$ cat config.mk
export PLATFORM = sky130hd
export DESIGN_NAME = track_time_window_clipper_flat
export DESIGN_NICKNAME = d
export VERILOG_FILES = /design/src/design/ttwc_pkg.sv /design/src/design/ttwc_req_if.sv /design/src/design/ttwc_rsp_if.sv /design/src/design/track_time_window_clipper.sv /design/src/flat_wrapper.sv
export SDC_FILE = /design/constraint.sdc
export NUM_CORES = 2
export LEC_CHECK = 0
export BUFFER_PORTS_ARGS = -buffer_cell sky130_fd_sc_hd__buf_2
export CORE_ASPECT_RATIO = 0.75
export CORE_UTILIZATION = 25
export CTS_CLUSTER_SIZE = 20
export DETAILED_ROUTE_END_ITERATION = 7
export PLACE_DENSITY = 0.46
export SLEW_MARGIN = 25
export SYNTH_ARGS = -nofsm -noshare
export SYNTH_HDL_FRONTEND = slang
export SYNTH_SLANG_ARGS = --single-unit
$ cat constraint.sdc
create_clock -name clock -period 11.5 [get_ports clock]
set_input_delay 1.725 -clock clock [delete_from_list [all_inputs] [get_ports clock]]
set_output_delay 1.725 -clock clock [all_outputs]
set_load 0.02 [all_outputs]
$ cat src/design/ttwc_pkg.sv
// types and constants of the track time window clipper
package ttwc_pkg;

   // width of the interpolation datapath words
   localparam int CALC_BITS = 64;
   // coordinate bits plus fraction bits of the interpolation product
   localparam int FIX_BITS = 62;

   localparam int AXIS_COUNT = 3;
   localparam int AXIS_BITS = 2;

   localparam int CSR_DATA_BITS = 64;
   localparam int CSR_ADDR_BITS = 4;
   localparam int REG_SEL_BIT = 3;

   typedef enum logic {
      REG_WINDOW_START,
      REG_WINDOW_END
   } reg_index_type;

   typedef enum logic [2:0] {
      ST_IDLE,
      ST_DECIDE,
      ST_DIV,
      ST_MAG,
      ST_MUL,
      ST_ADD,
      ST_EMIT
   } state_type;

endpackage

$ cat src/design/ttwc_req_if.sv
// track point channel into the clipper
interface ttwc_req_if #(
   parameter int COORD_BITS = 32,
   parameter int TIME_BITS = 48
) ();
   logic                         valid;
   logic                         ready;
   logic signed [COORD_BITS-1:0] pos_x;
   logic signed [COORD_BITS-1:0] pos_y;
   logic signed [COORD_BITS-1:0] pos_z;
   logic signed [TIME_BITS-2:0]  point_time;
   logic signed [TIME_BITS-2:0]  track_offset;
   logic                         first_point;
   logic                         last_point;

   modport source (
      output valid, pos_x, pos_y, pos_z, point_time, track_offset, first_point, last_point,
      input  ready
   );
   modport sink (
      input  valid, pos_x, pos_y, pos_z, point_time, track_offset, first_point, last_point,
      output ready
   );
endinterface

$ cat src/design/ttwc_rsp_if.sv
// clipped point channel out of the clipper
interface ttwc_rsp_if #(
   parameter int COORD_BITS = 32
) ();
   logic                         valid;
   logic                         ready;
   logic signed [COORD_BITS-1:0] out_x;
   logic signed [COORD_BITS-1:0] out_y;
   logic signed [COORD_BITS-1:0] out_z;
   logic                         starts_line;
   logic                         ends_line;

   modport source (
      output valid, out_x, out_y, out_z, starts_line, ends_line,
      input  ready
   );
   modport sink (
      input  valid, out_x, out_y, out_z, starts_line, ends_line,
      output ready
   );
endinterface

$ cat src/design/track_time_window_clipper.sv
// Clips each track's polyline to the time window (window_start, window_end) written over the
// csr port (start at byte 0, end at byte 8); if the end is below the start, every point passes.
// One point is taken at a time. A point that is dropped or only stored goes from the decide
// state back to idle, a point that passes through also goes through the emit state, which
// loads the output register. A boundary point, where the track enters or leaves the window,
// is interpolated: a restoring divider shares one 64-bit subtractor to form the fraction, then
// one multiplier is reused for the three axes, each in a magnitude, multiply and add step. The
// output register lets the next point be taken while a result waits.
module track_time_window_clipper
   import ttwc_pkg::*;
#(
   parameter int COORD_BITS = 32,
   parameter int TIME_BITS = 48
) (
   input  logic                     clock,
   input  logic                     reset,
   ttwc_req_if.sink                 req_ch,
   ttwc_rsp_if.source               rsp_ch,
   input  logic                     csr_psel,
   input  logic                     csr_penable,
   input  logic                     csr_pwrite,
   input  logic [CSR_ADDR_BITS-1:0] csr_paddr,
   input  logic [CSR_DATA_BITS-1:0] csr_pwdata,
   output logic [CSR_DATA_BITS-1:0] csr_prdata,
   output logic                     csr_pready
);

   localparam int FRAC_BITS = FIX_BITS - COORD_BITS;
   localparam int PROD_BITS = COORD_BITS + FRAC_BITS;
   localparam int CNT_BITS = $clog2(FRAC_BITS);
   localparam logic [PROD_BITS-1:0] ROUND_HALF = PROD_BITS'(1) << (FRAC_BITS - 1);

   // configuration
   logic signed [TIME_BITS-1:0] win_start_ff;
   logic signed [TIME_BITS-1:0] win_end_ff;
   logic                        csr_write;
   reg_index_type               csr_reg;

   assign csr_pready = 1'b1;
   assign csr_write = csr_psel & csr_penable & csr_pwrite & csr_pready;
   assign csr_reg = reg_index_type'(csr_paddr[REG_SEL_BIT]);

   always_ff @(posedge clock) begin
      if (reset) begin
         win_start_ff <= '0;
         win_end_ff <= {1'b0, {(TIME_BITS-1){1'b1}}};
      end else if (csr_write) begin
         unique case (csr_reg)
            REG_WINDOW_START: win_start_ff <= csr_pwdata[TIME_BITS-1:0];
            REG_WINDOW_END:   win_end_ff <= csr_pwdata[TIME_BITS-1:0];
         endcase
      end
   end

   always_comb begin
      unique case (csr_reg)
         REG_WINDOW_START: csr_prdata = CSR_DATA_BITS'(win_start_ff);
         REG_WINDOW_END:   csr_prdata = CSR_DATA_BITS'(win_end_ff);
      endcase
   end

   // sequencer and datapath registers
   state_type                   state_ff, state_in;
   logic signed [COORD_BITS-1:0] cur_ff [AXIS_COUNT];
   logic signed [COORD_BITS-1:0] cur_in [AXIS_COUNT];
   logic signed [TIME_BITS-1:0] cur_t_ff, cur_t_in;
   logic                        first_ff, first_in;
   logic                        last_ff, last_in;
   logic signed [COORD_BITS-1:0] prev_ff [AXIS_COUNT];
   logic signed [COORD_BITS-1:0] prev_in [AXIS_COUNT];
   logic signed [TIME_BITS-1:0] prev_time_ff, prev_time_in;
   logic                        have_prev_ff, have_prev_in;
   logic                        line_started_ff, line_started_in;
   logic                        track_finished_ff, track_finished_in;
   logic [CALC_BITS-1:0]        div_rem_ff, div_rem_in;
   logic [CALC_BITS-1:0]        div_den_ff, div_den_in;
   logic [FRAC_BITS-1:0]        quot_ff, quot_in;
   logic [CNT_BITS-1:0]         count_ff, count_in;
   logic [AXIS_BITS-1:0]        axis_ff, axis_in;
   logic                        neg_ff, neg_in;
   logic [COORD_BITS-1:0]       mag_ff, mag_in;
   logic [PROD_BITS-1:0]        prod_ff, prod_in;
   logic                        keep_ff, keep_in;
   logic signed [COORD_BITS-1:0] res_ff [AXIS_COUNT];
   logic signed [COORD_BITS-1:0] res_in [AXIS_COUNT];
   logic                        res_start_ff, res_start_in;
   logic                        res_end_ff, res_end_in;
   logic                        rsp_valid_ff, rsp_valid_in;
   logic signed [COORD_BITS-1:0] out_x_ff, out_x_in;
   logic signed [COORD_BITS-1:0] out_y_ff, out_y_in;
   logic signed [COORD_BITS-1:0] out_z_ff, out_z_in;
   logic                        out_start_ff, out_start_in;
   logic                        out_end_ff, out_end_in;
   logic                        req_ready;

   // decision terms
   logic                        have_eff, started_eff, finished_eff;
   logic                        inverted, t_lt_ws, ws_lt_t, t_lt_we, we_lt_t;
   logic signed [TIME_BITS-1:0] win_sel;

   // shared units
   logic [CALC_BITS-1:0]        div_shift;
   logic [CALC_BITS:0]          div_diff;
   logic                        div_take;
   logic signed [COORD_BITS:0]  axis_diff;
   logic [COORD_BITS-1:0]       axis_off;

   assign have_eff = have_prev_ff & ~first_ff;
   assign started_eff = line_started_ff & ~first_ff;
   assign finished_eff = track_finished_ff & ~first_ff;
   assign inverted = win_end_ff < win_start_ff;
   assign t_lt_ws = cur_t_ff < win_start_ff;
   assign ws_lt_t = win_start_ff < cur_t_ff;
   assign t_lt_we = cur_t_ff < win_end_ff;
   assign we_lt_t = win_end_ff < cur_t_ff;
   assign win_sel = we_lt_t ? win_end_ff : win_start_ff;

   // one restoring step: remainder top bit out forces a subtract
   assign div_shift = {div_rem_ff[CALC_BITS-2:0], 1'b0};
   assign div_diff = {1'b0, div_shift} - {1'b0, div_den_ff};
   assign div_take = div_rem_ff[CALC_BITS-1] | ~div_diff[CALC_BITS];

   assign axis_diff = (COORD_BITS+1)'(cur_ff[axis_ff]) - (COORD_BITS+1)'(prev_ff[axis_ff]);
   assign axis_off = prod_ff[PROD_BITS-1 -: COORD_BITS];

   always_ff @(posedge clock) begin
      if (reset) begin
         state_ff <= ST_IDLE;
         have_prev_ff <= 1'b0;
         line_started_ff <= 1'b0;
         track_finished_ff <= 1'b0;
         rsp_valid_ff <= 1'b0;
      end else begin
         state_ff <= state_in;
         have_prev_ff <= have_prev_in;
         line_started_ff <= line_started_in;
         track_finished_ff <= track_finished_in;
         rsp_valid_ff <= rsp_valid_in;
      end
   end

   always_ff @(posedge clock) begin
      cur_ff <= cur_in;
      cur_t_ff <= cur_t_in;
      first_ff <= first_in;
      last_ff <= last_in;
      prev_ff <= prev_in;
      prev_time_ff <= prev_time_in;
      div_rem_ff <= div_rem_in;
      div_den_ff <= div_den_in;
      quot_ff <= quot_in;
      count_ff <= count_in;
      axis_ff <= axis_in;
      neg_ff <= neg_in;
      mag_ff <= mag_in;
      prod_ff <= prod_in;
      keep_ff <= keep_in;
      res_ff <= res_in;
      res_start_ff <= res_start_in;
      res_end_ff <= res_end_in;
      out_x_ff <= out_x_in;
      out_y_ff <= out_y_in;
      out_z_ff <= out_z_in;
      out_start_ff <= out_start_in;
      out_end_ff <= out_end_in;
   end

   always_comb begin
      state_in = state_ff;
      cur_in = cur_ff;
      cur_t_in = cur_t_ff;
      first_in = first_ff;
      last_in = last_ff;
      prev_in = prev_ff;
      prev_time_in = prev_time_ff;
      have_prev_in = have_prev_ff;
      line_started_in = line_started_ff;
      track_finished_in = track_finished_ff;
      div_rem_in = div_rem_ff;
      div_den_in = div_den_ff;
      quot_in = quot_ff;
      count_in = count_ff;
      axis_in = axis_ff;
      neg_in = neg_ff;
      mag_in = mag_ff;
      prod_in = prod_ff;
      keep_in = keep_ff;
      res_in = res_ff;
      res_start_in = res_start_ff;
      res_end_in = res_end_ff;
      out_x_in = out_x_ff;
      out_y_in = out_y_ff;
      out_z_in = out_z_ff;
      out_start_in = out_start_ff;
      out_end_in = out_end_ff;
      rsp_valid_in = rsp_valid_ff & ~rsp_ch.ready;
      req_ready = 1'b0;

      unique case (state_ff)
         ST_IDLE: begin
            req_ready = 1'b1;
            if (req_ch.valid) begin
               cur_in[0] = req_ch.pos_x;
               cur_in[1] = req_ch.pos_y;
               cur_in[2] = req_ch.pos_z;
               cur_t_in = TIME_BITS'(req_ch.point_time) + TIME_BITS'(req_ch.track_offset);
               first_in = req_ch.first_point;
               last_in = req_ch.last_point;
               state_in = ST_DECIDE;
            end
         end

         ST_DECIDE: begin
            have_prev_in = have_eff;
            line_started_in = started_eff;
            track_finished_in = finished_eff;
            res_in = cur_ff;
            res_start_in = ~started_eff;
            res_end_in = 1'b0;
            keep_in = 1'b0;
            div_rem_in = CALC_BITS'(win_sel) - CALC_BITS'(prev_time_ff);
            div_den_in = CALC_BITS'(cur_t_ff) - CALC_BITS'(prev_time_ff);
            quot_in = '0;
            count_in = CNT_BITS'(FRAC_BITS - 1);
            state_in = ST_IDLE;
            priority if (inverted) begin
               line_started_in = 1'b1;
               state_in = ST_EMIT;
            end else if (finished_eff) begin
               state_in = ST_IDLE;
            end else if (first_ff && (last_ff || we_lt_t)) begin
               track_finished_in = 1'b1;
            end else if (t_lt_ws) begin
               prev_in = cur_ff;
               prev_time_in = cur_t_ff;
               have_prev_in = 1'b1;
            end else if (ws_lt_t && t_lt_we) begin
               line_started_in = 1'b1;
               if (!started_eff && have_eff) begin
                  // entering: anchor is replaced only after the interpolation
                  keep_in = 1'b1;
                  state_in = ST_DIV;
               end else begin
                  prev_in = cur_ff;
                  prev_time_in = cur_t_ff;
                  have_prev_in = 1'b1;
                  state_in = ST_EMIT;
               end
            end else if (we_lt_t) begin
               track_finished_in = 1'b1;
               if (have_eff) begin
                  line_started_in = 1'b1;
                  res_end_in = 1'b1;
                  state_in = ST_DIV;
               end
            end
            if (last_ff) begin
               track_finished_in = 1'b1;
            end
         end

         ST_DIV: begin
            div_rem_in = div_take ? div_diff[CALC_BITS-1:0] : div_shift;
            quot_in = {quot_ff[FRAC_BITS-2:0], div_take};
            if (count_ff == '0) begin
               axis_in = '0;
               state_in = ST_MAG;
            end else begin
               count_in = count_ff - 1'b1;
            end
         end

         ST_MAG: begin
            neg_in = axis_diff[COORD_BITS];
            mag_in = axis_diff[COORD_BITS] ? COORD_BITS'(-axis_diff) : COORD_BITS'(axis_diff);
            state_in = ST_MUL;
         end

         ST_MUL: begin
            prod_in = PROD_BITS'(mag_ff) * PROD_BITS'(quot_ff) + ROUND_HALF;
            state_in = ST_ADD;
         end

         ST_ADD: begin
            res_in[axis_ff] = neg_ff ? prev_ff[axis_ff] - axis_off
                                     : prev_ff[axis_ff] + axis_off;
            if (axis_ff == AXIS_BITS'(AXIS_COUNT - 1)) begin
               if (keep_ff) begin
                  prev_in = cur_ff;
                  prev_time_in = cur_t_ff;
                  have_prev_in = 1'b1;
               end
               state_in = ST_EMIT;
            end else begin
               axis_in = axis_ff + 1'b1;
               state_in = ST_MAG;
            end
         end

         ST_EMIT: begin
            if (!rsp_valid_ff || rsp_ch.ready) begin
               out_x_in = res_ff[0];
               out_y_in = res_ff[1];
               out_z_in = res_ff[2];
               out_start_in = res_start_ff;
               out_end_in = res_end_ff;
               rsp_valid_in = 1'b1;
               state_in = ST_IDLE;
            end
         end

         default: begin
            state_in = ST_IDLE;
         end
      endcase
   end

   assign req_ch.ready = req_ready;
   assign rsp_ch.valid = rsp_valid_ff;
   assign rsp_ch.out_x = out_x_ff;
   assign rsp_ch.out_y = out_y_ff;
   assign rsp_ch.out_z = out_z_ff;
   assign rsp_ch.starts_line = out_start_ff;
   assign rsp_ch.ends_line = out_end_ff;

endmodule

$ cat src/flat_wrapper.sv
// flat-port wrapper written by rule: the top's interface ports become plain ports
module track_time_window_clipper_flat import ttwc_pkg::*;
#(
   parameter int COORD_BITS = 32,
   parameter int TIME_BITS = 48
)
  (clock, reset, csr_psel, csr_penable, csr_pwrite, csr_paddr, csr_pwdata, csr_prdata, csr_pready, req_ch_valid, req_ch_pos_x, req_ch_pos_y, req_ch_pos_z, req_ch_point_time, req_ch_track_offset, req_ch_first_point, req_ch_last_point, req_ch_ready, rsp_ch_valid, rsp_ch_out_x, rsp_ch_out_y, rsp_ch_out_z, rsp_ch_starts_line, rsp_ch_ends_line, rsp_ch_ready);
  ttwc_req_if #(.COORD_BITS(COORD_BITS), .TIME_BITS(TIME_BITS)) req_ch_i ();
  ttwc_rsp_if #(.COORD_BITS(COORD_BITS)) rsp_ch_i ();
  input  logic clock;
  input  logic reset;
  input  logic csr_psel;
  input  logic csr_penable;
  input  logic csr_pwrite;
  input  logic [CSR_ADDR_BITS-1:0] csr_paddr;
  input  logic [CSR_DATA_BITS-1:0] csr_pwdata;
  output logic [CSR_DATA_BITS-1:0] csr_prdata;
  output logic csr_pready;
  input wire logic [$bits(req_ch_i.valid)-1:0] req_ch_valid;
  input wire logic [$bits(req_ch_i.pos_x)-1:0] req_ch_pos_x;
  input wire logic [$bits(req_ch_i.pos_y)-1:0] req_ch_pos_y;
  input wire logic [$bits(req_ch_i.pos_z)-1:0] req_ch_pos_z;
  input wire logic [$bits(req_ch_i.point_time)-1:0] req_ch_point_time;
  input wire logic [$bits(req_ch_i.track_offset)-1:0] req_ch_track_offset;
  input wire logic [$bits(req_ch_i.first_point)-1:0] req_ch_first_point;
  input wire logic [$bits(req_ch_i.last_point)-1:0] req_ch_last_point;
  output wire logic [$bits(req_ch_i.ready)-1:0] req_ch_ready;
  output wire logic [$bits(rsp_ch_i.valid)-1:0] rsp_ch_valid;
  output wire logic [$bits(rsp_ch_i.out_x)-1:0] rsp_ch_out_x;
  output wire logic [$bits(rsp_ch_i.out_y)-1:0] rsp_ch_out_y;
  output wire logic [$bits(rsp_ch_i.out_z)-1:0] rsp_ch_out_z;
  output wire logic [$bits(rsp_ch_i.starts_line)-1:0] rsp_ch_starts_line;
  output wire logic [$bits(rsp_ch_i.ends_line)-1:0] rsp_ch_ends_line;
  input wire logic [$bits(rsp_ch_i.ready)-1:0] rsp_ch_ready;
  assign req_ch_i.valid = req_ch_valid;
  assign req_ch_i.pos_x = req_ch_pos_x;
  assign req_ch_i.pos_y = req_ch_pos_y;
  assign req_ch_i.pos_z = req_ch_pos_z;
  assign req_ch_i.point_time = req_ch_point_time;
  assign req_ch_i.track_offset = req_ch_track_offset;
  assign req_ch_i.first_point = req_ch_first_point;
  assign req_ch_i.last_point = req_ch_last_point;
  assign req_ch_ready = req_ch_i.ready;
  assign rsp_ch_valid = rsp_ch_i.valid;
  assign rsp_ch_out_x = rsp_ch_i.out_x;
  assign rsp_ch_out_y = rsp_ch_i.out_y;
  assign rsp_ch_out_z = rsp_ch_i.out_z;
  assign rsp_ch_starts_line = rsp_ch_i.starts_line;
  assign rsp_ch_ends_line = rsp_ch_i.ends_line;
  assign rsp_ch_i.ready = rsp_ch_ready;
  track_time_window_clipper #(.COORD_BITS(COORD_BITS), .TIME_BITS(TIME_BITS)) u_core (.clock(clock), .reset(reset), .req_ch(req_ch_i), .rsp_ch(rsp_ch_i), .csr_psel(csr_psel), .csr_penable(csr_penable), .csr_pwrite(csr_pwrite), .csr_paddr(csr_paddr), .csr_pwdata(csr_pwdata), .csr_prdata(csr_prdata), .csr_pready(csr_pready));
endmodule
-- Word-level counts from Yosys, hierarchy flattened
Index checks and enable logic that the tools add are counted.
- bitwise gates (word level): 15
- eq/ne operators: 19
- reduce and logical (&&, ||, !) cells: 24
- shifts and indexed selects: 0
- div/mod/pow operators: 0
- $add $sub $neg: 11
- mux-type cells: 81
- multipliers: 1
- magnitude comparators: 7
- operators by type and width (kind ; number):
    96-bit 2-to-1 mux ; 8
    48-bit 2-to-1 mux ; 9
    96-bit case mux with 2 select lines ; 2
    64-bit case mux with 2 select lines ; 2
    48-bit < comparator ; 5
    32-bit 2-to-1 mux ; 7
    32-bit binary-select mux with 2-bit select ; 2
    48-bit by 48-bit subtractor with 49-bit output ; 2
    96-bit bitwise mux ; 1
    48-bit case mux with 2 select lines ; 1
    64-bit by 64-bit subtractor with 65-bit output ; 1
    32-bit demux with 2-bit select ; 1
    64-bit 2-to-1 mux ; 1
    62-bit by 30-bit adder with 62-bit output, second input constant ; 1
    32-bit by 30-bit multiplier with 62-bit output ; 1
    30-bit case mux with 2 select lines ; 1
    47-bit by 47-bit adder with 48-bit output ; 1
    3-bit 2-to-1 mux ; 11
    32-bit by 32-bit subtractor with 33-bit output ; 1
    32-bit adder ; 1
    32-bit negator ; 1
    32-bit subtractor ; 1
    1-bit 2-to-1 mux ; 27
    3-bit case mux with 7 select lines ; 1
    32 further kinds ; 69
- memories kept: 0
- bits in latches: 0
- bits in writable memories: 0
- bits in registers: 850
- bits in read-only memories: 0

-- Longest topological paths before layout
- depth in word-level cells: 11
- depth in mapped cells: 30

-- Least setup slack after synthesis
Ideal clock, no wire load.
- path kind: register to register
- from: register u_core.cur_t_ff[25]
- to: register u_core.prev_ff[0] (netlist name), enable pin
- arrival time: 9.488 ns
- setup slack: 1.317 ns
- stages on the path, launching flop included: 13
- clock period less this slack: 10.183 ns
- setup time: 0.695 ns
- required time: 10.805 ns
- path through: edfxtp_1 -> ha_1 -> a21o_1 -> a21o_1 -> a21o_1 -> a2111oi_0 -> nor2_1 -> o31ai_1 -> o21ai_0 -> mux2i_1 -> a21oi_1 -> nand4b_1 -> a21oi_1
- word-level cells in the longest chain between the ends: 5
- elaborated cells between the ends (all ways): 11
- classes of those cells: order compare (4); eq/ne (3); reduce/logical (4)
- ends and longest elaborated chain (element ; line ; RTL):
    from (decl) ; track_time_window_clipper.sv:66 ; logic signed [TIME_BITS-1:0] cur_t_ff, cur_t_in;
    from (signal assigned) ; track_time_window_clipper.sv:144 ; cur_t_ff <= cur_t_in;
    48-bit < comparator ; track_time_window_clipper.sv:115 ; assign we_lt_t = win_end_ff < cur_t_ff;
    1-bit logical OR ; track_time_window_clipper.sv:231 ; end else if (first_ff && (last_ff || we_lt_t)) begin
    1-bit logical AND ; track_time_window_clipper.sv:231 ;
    2-bit inequality test (no line) ; -- ;
    8-bit AND reduction (no line) (*) ; -- ;
    to (signal assigned) ; track_time_window_clipper.sv:147 ; prev_ff <= prev_in;
    to (decl) ; track_time_window_clipper.sv:69 ; logic signed [COORD_BITS-1:0] prev_ff [AXIS_COUNT];
Every way passes the cells marked *; elsewhere a longest branch is shown, timed or not.
A chain may end at the register's enable or synchronous reset.

-- Worst setup path in the final report
- from: register u_core.mag_ff[14]
- to: register u_core.prod_ff[61], data pin
- word-level cells in the longest chain between the ends: 2
- ends and longest elaborated chain (element ; line ; RTL):
    from (decl) ; track_time_window_clipper.sv:81 ; logic [COORD_BITS-1:0] mag_ff, mag_in;
    from (signal assigned) ; track_time_window_clipper.sv:155 ; mag_ff <= mag_in;
    32-bit by 30-bit multiplier with 62-bit output ; track_time_window_clipper.sv:280 ; prod_in = PROD_BITS'(mag_ff) * PROD_BITS'(quot_ff) + ROUND_HALF;
    62-bit by 30-bit adder with 62-bit output ; track_time_window_clipper.sv:280 ;
    to (signal assigned) ; track_time_window_clipper.sv:156 ; prod_ff <= prod_in;
    to (decl) ; track_time_window_clipper.sv:82 ; logic [PROD_BITS-1:0] prod_ff, prod_in;
Every way passes these cells.

==> results.yml <==
detailed_routing:
  drc: 112
  ant_nets: 0
  wirelength_microns: 249000
  initialDrtViolationCount: 3880
  num_vias: 59294
  avgRoutedWirePerCell_microns: 19.6
  firstDrtPassIters: 8
  viasPerCell: 4.66
floorplan:
  boundaryPins: 432
  chipWidth_microns: 654
  core_sq_um: 317000
  die_h_microns: 491
  rows: 179
  die-area_sq_um: 321000
  start_util_pct: 25.1
setup_path:
  reg2reg_to: "u_core.prod_ff[61]"
  cp_max_fo: 17
  r2r.worst_path.cells: 26
  r2r_start: "u_core.mag_ff[14]"
  crit_type: "flop to flop"
  end_kind: "flop"
  arrival_ps: 9840
  r2r_setup_slack_ps: 2100
  max_stage_delay_ps: 880
  slowest_stage: "edfxtp_1"
  worstPathRequired_ps: 11940
  startpoint_type: "flop"
  cp_common_cell: "fa_1"
status:
  violations: "design-rule violations"
  outcome: "finished with violations"
cells_and_area:
  fin_nets: 10193
  mostFrequentLayoutCells: "inv_1, nand2_1, fa_1"
  final_cell_area_sq_um: 89500
  layout_commonest_cell: "inv_1"
  drive_gt1_share_pct: 8.70
  synthToLayoutAreaGrowth_pct: 12.3
  fillCellCount: 33421
worst_hold_path:
  hold_path_class: "flop to flop"
  hold_depth: 0
  min_from: "u_core.res_ff[69]"
  holdPathEnd: "u_core.rsp_ch.out_x[5]"
timing:
  finalClockSkew_ps: 53.3
  maxSlewHeadroom_pct: 26.7
  hold_viol: 0
  finalSetupViolCount: 0
  period_needed_ps: 9400
  drv_slew: 0
  finalSetupTns_ps: 0
  min_period_over_period_pct: 81.7
  tightest_slew_ps: 1090
  fmax_ghz: 0.106
  grt_setup_unrepaired: "false"
clocking:
  hold_buffers: 0
  clockBufferDepth: 3
  ctsResizeCount: 0
  cts.sinks: 805
  numCtsBuffers: 84
  worstSkewPairLatency_ps: 710
  h-tree-depth: 3
  clk_pin_slew_worst_paths_ps: 70
  post-cts-setup-buffers: 0
  cts_tree: "yes"
  clockRootBuffer: "clkbuf_16"
global_route:
  track_usage_pct: 15.3
  grt_first_pass_wirelength_microns: 379000
  grt_antenna_before_repair: 27
  grt-ovfl-total: 0
  grt_pass1_vias: 61058
  grt_max_degree: 95
placed_design:
  numPortBuffers: 411
  dp_hpwl_microns: 195000
  dpl_cell_area_sq_um: 86600
  place_congestion: 0.887
job:
  drv_cap: 0
synthesis:
  avgSynthCellArea_sq_um: 9.78
  synth_cell_types: 101
  synth_area_leader_cell: "edfxtp_1"
  async_reset_ff_share_pct: 0
  synth_warnings: 0
  synth-main-ff-cell: "edfxtp_1"
  syn-cell-area_sq_um: 79700
  ys_ff_latch: 805
  synth_seq_area_share_pct: 29.0
  synth_top_area_share_pct: 26.5
  synth_area_leaders: "edfxtp_1, fa_1, ha_1"
  synthesis.nets: 9954
  syn_inst: 8152
  synth_edf_count: 702
cell type report:
type / instances / area, sq um / area share [%]
antenna: 20 / 50.0 / 0.0559
sequential: 805 / 23100 / 25.9
tap: 4253 / 5320 / 5.95
clock buffer: 107 / 2270 / 2.54
multi-input combinational: 5743 / 50500 / 56.5
clock inverter: 49 / 561 / 0.627
inverter: 1228 / 4610 / 5.15
timing repair buffer: 529 / 2980 / 3.33
sequential cells by signal, summed over array words and instances (netlist names), 3 cells and up:
| register | flops |
|---|---|
| u_core.cur_ff | 96 |
| u_core.prev_ff | 96 |
| u_core.res_ff | 96 |
| u_core.div_rem_ff | 64 |
| u_core.div_den_ff | 49 |
| u_core.cur_t_ff | 48 |
| u_core.prev_time_ff | 48 |
| u_core.win_end_ff | 48 |
| u_core.win_start_ff | 48 |
| u_core.mag_ff | 32 |
| u_core.prod_ff | 32 |
| u_core.rsp_ch.out_x | 32 |
| u_core.rsp_ch.out_y | 32 |
| u_core.rsp_ch.out_z | 32 |
| u_core.quot_ff | 30 |
| u_core.count_ff | 5 |
| u_core.state_ff | 3 |
kinds of logic after synthesis:
group / count (synthesis) / share of synthesized area (%)
compound gates: 1511 / 12.4
xor+xnor: 319 / 3.52
fa+ha+maj: 1535 / 32.0
buf+inv: 1604 / 7.71
flops: 805 / 29.0
mux: 119 / 1.50
other cells: 1 / 0.00471
simple gates: 2258 / 13.8
metrics by stage:
step	setup slack, ps	utilization, %	hold slack (ps)	cells
floorplan	1320	-	400	8152
global placement	1940	27.3	404	12555
detailed placement	2120	27.3	405	12558
CTS	2080	28.2	406	12714
global route	1730	28.2	417	12731
finish	2100	28.2	406	12734
critical path, delay by kind of cell (launching register included):
family | cells | cell delay, ps
AO/OA/AOI/OAI | 6 | 1940
flip-flops | 1 | 880
AND/OR/NAND/NOR | 5 | 1300
adder cells (fa/ha/maj) | 9 | 4230
XOR/XNOR | 1 | 110
buffers and inverters | 5 | 660
metal layers:
layer | global-route usage (%) | wire length [microns] | up-vias
li1 | - | - | 27661
met1 | 22.4 | 122000 | 29704
met2 | 23.8 | 109000 | 1639
met3 | 2.15 | 13100 | 262
met4 | 3.04 | 4820 | 28
met5 | 0 | 162 | -
synthesized netlist by cell type, drive strengths merged (53+ instances only):
cell type and count:
inv 1228, nand2 908, fa 842, edfxtp 702, ha 693, and2 552, a21oi 453, o21ai 320
nor2 318, clkbuf 311, a21o 203, xnor2 198, xor2 121, mux2i 117, dfxtp 103, nand3 82
a22o 78, nor3 76, nand4 69, buf 65, a211o 56, nand2b 54, nor2b 54, o21a 53
worst max path at each step:
stage / from / endpoint / slack (ps) / cells after the start
6_report: u_core.mag_ff[14] / u_core.prod_ff[61] / 2100 / 26
5_1_grt: u_core.mag_ff[14] / u_core.prod_ff[61] / 1730 / 26
2_1_floorplan: u_core.cur_t_ff[25] / u_core.prev_ff[0] / 1320 / 12
3_3_place_gp: u_core.mag_ff[14] / u_core.prod_ff[61] / 1940 / 26
3_5_place_dp: u_core.mag_ff[14] / u_core.prod_ff[61] / 2120 / 26
4_1_cts: u_core.mag_ff[14] / u_core.prod_ff[61] / 2080 / 26
Power is left out: the tool's default activity adds up to more than one toggle a clock period on the data nets, which glitch-free logic cannot reach.
